`src/design/puf_pkg.sv`:
```
// shared types and constants for the parity union-find table
package puf_pkg;

   localparam int NODES      = 1024;
   localparam int NODE_W     = $clog2(NODES);
   localparam int REQ_DATA_W = ((2 * NODE_W + 7) / 8) * 8;
   localparam int REL_W      = 2;
   localparam int RSP_DATA_W = 8;

   // item kind carried on req_tuser
   localparam logic MODE_JOIN  = 1'b0;
   localparam logic MODE_QUERY = 1'b1;

   typedef enum logic [REL_W-1:0] {
      REL_NONE = 2'd0,
      REL_SAME = 2'd1,
      REL_OPP  = 2'd2
   } rel_type;

   typedef logic [NODE_W-1:0] node_type;

   typedef struct packed {
      node_type link;
      logic     par;
   } entry_type;

   typedef enum logic [2:0] {
      ST_CLEAR,
      ST_IDLE,
      ST_F1_RD,
      ST_F1_WALK,
      ST_F2_CHK,
      ST_F2_WALK,
      ST_FIN
   } state_type;

   typedef struct packed {
      logic clear_wr;
      logic accept;
      logic f1_adv;
      logic f1_root;
      logic f2_step;
      logic next_node;
      logic join_wr;
      logic rsp_load;
   } cmd_type;

   typedef struct packed {
      logic clr_last;
      logic link_eq_cur;
      logic cur_eq_root;
      logic link_eq_root;
      logic which;
      logic mode;
      logic rsp_busy;
   } stat_type;

endpackage

```
`src/design/puf_ctrl.sv`:
```
// sequencer for clearing, root walks, path compression and joins
module puf_ctrl (
   input  logic               clock,
   input  logic               reset,
   input  logic               req_tvalid,
   output logic               req_tready,
   input  puf_pkg::stat_type  stat,
   output puf_pkg::cmd_type   cmd
);
   import puf_pkg::*;

   state_type state_ff, state_in;

   always_comb begin
      state_in = state_ff;
      unique case (state_ff)
         ST_CLEAR: begin
            if (stat.clr_last) state_in = ST_IDLE;
         end
         ST_IDLE: begin
            if (req_tvalid) state_in = ST_F1_RD;
         end
         ST_F1_RD: begin
            state_in = ST_F1_WALK;
         end
         ST_F1_WALK: begin
            if (stat.link_eq_cur) state_in = ST_F2_CHK;
         end
         ST_F2_CHK: begin
            state_in = stat.cur_eq_root ? ST_FIN : ST_F2_WALK;
         end
         ST_F2_WALK: begin
            if (stat.link_eq_root) state_in = ST_FIN;
         end
         ST_FIN: begin
            priority if (!stat.which) begin
               state_in = ST_F1_RD;
            end else if (stat.mode == MODE_JOIN) begin
               state_in = ST_IDLE;
            end else if (!stat.rsp_busy) begin
               state_in = ST_IDLE;
            end
         end
         default: state_in = ST_CLEAR;
      endcase
   end

   always_comb begin
      cmd        = '0;
      req_tready = 1'b0;
      unique case (state_ff)
         ST_CLEAR: begin
            cmd.clear_wr = 1'b1;
         end
         ST_IDLE: begin
            req_tready = 1'b1;
            cmd.accept = req_tvalid;
         end
         ST_F1_RD: begin
         end
         ST_F1_WALK: begin
            if (stat.link_eq_cur) begin
               cmd.f1_root = 1'b1;
            end else begin
               cmd.f1_adv  = 1'b1;
            end
         end
         ST_F2_CHK: begin
         end
         ST_F2_WALK: begin
            cmd.f2_step = 1'b1;
         end
         ST_FIN: begin
            priority if (!stat.which) begin
               cmd.next_node = 1'b1;
            end else if (stat.mode == MODE_JOIN) begin
               cmd.join_wr = 1'b1;
            end else begin
               cmd.rsp_load = !stat.rsp_busy;
            end
         end
         default: begin
         end
      endcase
   end

   always_ff @(posedge clock) begin
      if (reset) begin
         state_ff <= ST_CLEAR;
      end else begin
         state_ff <= state_in;
      end
   end

endmodule

```
`config.mk`:
```
export PLATFORM = sky130hd
export DESIGN_NAME = puf_ctrl
export DESIGN_NICKNAME = d
export VERILOG_FILES = /design/src/design/puf_pkg.sv /design/src/design/puf_ctrl.sv
export SDC_FILE = /design/constraint.sdc
export NUM_CORES = 1
export LEC_CHECK = 0
export BUFFER_PORTS_ARGS = -buffer_cell sky130_fd_sc_hd__buf_2
export CORE_AREA = 3 3 40 42
export CTS_CLUSTER_DIAMETER = 150
export DETAILED_ROUTE_END_ITERATION = 8
export DIE_AREA = 0 0 43 45
export GPL_TIMING_DRIVEN = 1
export PLACE_DENSITY = 0.62
export SYNTH_ARGS = -nofsm -noshare
export SYNTH_HDL_FRONTEND = slang
export SYNTH_SLANG_ARGS = --single-unit
```
`constraint.sdc`:
```
create_clock -name clock -period 1.6 [get_ports clock]
set_input_delay 0.08 -clock clock [delete_from_list [all_inputs] [get_ports clock]]
set_output_delay 0.08 -clock clock [all_outputs]
set_load 0.1 [all_outputs]
```
==> impl_metrics.py <==
metrics = {
    "outcome": {
        "status": "completed",
    },
    "place": {
        "dp_hpwl_um": 783.9,
        "place.gp.congestion": 0.7550,
        "port_buffers": 18,
        "dp_slack_ns": 0.2228,
    },
    "logic_synthesis": {
        "syn-instance-count": 40,
        "synth_top_area_share_pct": 17.84,
        "synth_area_per_cell_um2": 8.414,
        "synthTopCellsByArea": "dfxtp_1, a32oi_4, and3_1",
        "ys_top_cells_by_count": "nor2_1, and3_1, dfxtp_1",
        "syn_nets": 50,
        "yosys_register_bits": 3,
        "synth_top_area_cell": "dfxtp_1",
        "ys_warn_count": 0,
        "yosysMostFrequentCell": "nor2_1",
        "synth_flop_cell": "dfxtp_1",
        "syn_area_um2": 336.6,
        "synthDistinctLibCells": 29,
        "synth_edf_count": 0,
        "seq_area_frac_synth_pct": 17.84,
        "async_flop_share_pct": 0,
    },
    "timing": {
        "fmax_mhz": 667.3,
        "slew_viol_final": 0,
        "slew_headroom_pct": 67.94,
        "rsz0062_at_grt": "no",
        "fin_crit_ns": 1.498,
        "hold_viol": 0,
        "fin_crit_sh_pct": 93.66,
        "skew_ns": 0.0006991,
        "setup_viol": 0,
        "worst_pin_slew_ns": 0.4842,
        "fin_setup_tns_ns": 0,
        "setup_ws_ns": 0.1015,
    },
    "power_and_ir_drop": {
        "p_per_area_nw_per_um2": 1886,
        "leakage_nw": 0.2760,
        "peakVddDrop_mv": 1.321,
        "power.total_w": 0.001274,
    },
    "clocking": {
        "insertion_delay_ns": 0.23,
        "clock_sink_count": 3,
        "cts.reportedPaths.clkPinSlew_ns": 0.04,
        "htreeDepth": 1,
        "clockBufferDepth": 2,
        "cts.root.buffer_cell": "clkbuf_4",
        "cts_tree": "yes",
        "numCtsBuffers": 3,
    },
    "finish": {
        "fillers": 119,
        "area_growth_pct": 100.7,
        "top_regs": "state_ff: 3 flops",
        "largest_reg_flops": 3,
        "n_antenna_cell": 0,
        "drive_above_1_share_pct": 59.38,
        "final_nets": 75,
        "top_register": "state_ff",
    },
    "worst_setup_path": {
        "crit_type": "register to primary output",
        "arrival_ns": 1.42,
        "end_kind": "primary output",
        "cp_max_fo": 7,
        "crit_chain": "buf_6, clkinvlp_4, nor4b_4, buf_12",
        "cp_top_family": "buffers and inverters",
        "cp_slowest_cell": "dfxtp_2",
        "critPathBufInv": 3,
        "startpoint_type": "register",
        "critical-path-max-stage-delay_ns": 0.35,
        "worstPathRequired_ns": 1.52,
    },
    "flow_run": {
        "maxCapViolCount": 0,
    },
    "drt": {
        "vias": 399,
        "drt-pass1-iter-count": 2,
        "dr.first_iter.drc_count": 1,
        "wl_um": 959,
        "wl_per_cell_um": 12.14,
        "drc": 0,
        "routed_via_density": 5.051,
        "drtAntennaViolNets": 0,
    },
    "die": {
        "die_h_um": 45,
        "core_area_um2": 1285,
        "initial_core_util_pct": 26.19,
        "dieArea_um2": 1935,
        "std_cell_rows": 13,
        "io_pins": 19,
        "die_w_um": 43,
    },
    "hold_path": {
        "hold_class": "primary input to register",
    },
    "global_routing": {
        "grt-ovfl-total": 0,
        "grt_pass1_vias": 341,
        "grt_max_degree": 12,
        "grt_pass1_wl_mm": 1.449,
        "grt_usage_pct": 10.41,
        "antenna_found_initial": 0,
    },
}
## cells by family after synthesis
family                 count (synthesis)  synth area share [%]
AO/OA/AOI/OAI                         12                 34.57
buffers and inverters                  4                 8.177
flip-flops                             3                 17.84
multiplexers                           1                 2.974
AND/OR/NAND/NOR                       20                 36.43
## where the power goes
group          switching [W]  internal (W)
sequential         0.0000256      0.000109
combinational       0.000627      0.000377
clock              0.0000418     0.0000936
total               0.000695      0.000580
## path summary, 6_finish.rpt
kind | from | to | slack [ns] | cells past startpoint
max reg2reg | state_ff[1]$_SDFFE_PP0P_ | state_ff[0]$_SDFFE_PP0P_ | 0.14 | 7
min | reset | state_ff[2]$_SDFFE_PP0P_ | 0.08 | 2
min reg2reg | state_ff[2]$_SDFFE_PP0P_ | state_ff[2]$_SDFFE_PP0P_ | 0.70 | 3
max | state_ff[1]$_SDFFE_PP0P_ | cmd[2] | 0.10 | 4
## worst register-to-register path: cells and delay by family, from the launching register on
kind | cells | cell delay [ns]
AOI/OAI and AO/OA | 2 | 0.36
buffers and inverters | 4 | 0.55
DFF | 1 | 0.35
and+or+nand+nor | 1 | 0.08
## layout make-up
class	instances	area [µm²]	area share, %
Clock buffer	4	26.28	3.889
Inverter	1	7.507	1.111
Multi-Input combinational cell	33	297.8	44.07
Sequential cell	3	61.31	9.074
Tap cell	15	18.77	2.778
Timing Repair Buffer	23	264.0	39.07
## cell usage in the layout, fill, tap and decap left out, types with 3 or more instances in the layout
cell,count
buf_2,10
buf_4,3
and3_1,3
buf_12,9
clkbuf_4,3
## per-layer routing
metal / routed length [µm] / vias to the layer above / track usage [%]
li1: - / 198 / -
met1: 414 / 182 / 11.81
met2: 452 / 15 / 16.17
met3: 66 / 4 / 2.789
met4: 25 / 0 / 9.036
met5: 0 / - / 0
## repair_timing
item                                    in CTS  in global routing
endpoints found under the setup margin       0                  1
setup buffers                                0                  2
hold buffers                                 0                  0
hold endpoints to repair                     0                  0
gates resized for setup                      0                  3
## per-stage QoR
step           instance area, µm²  utilization (%)  hold WS (ns)  instances
6_report                    675.6            52.58       0.07548         79
5_1_grt                     675.6            52.58       0.06789         79
4_1_cts                     639.4            49.76       0.05930         77
3_5_place_dp                613.1            47.71        0.3105         73
3_3_place_gp                613.1            47.71        0.3088         73
2_1_floorplan               385.4                -        0.1521         40
No activity file was read; power rests on OpenSTA's default activity.
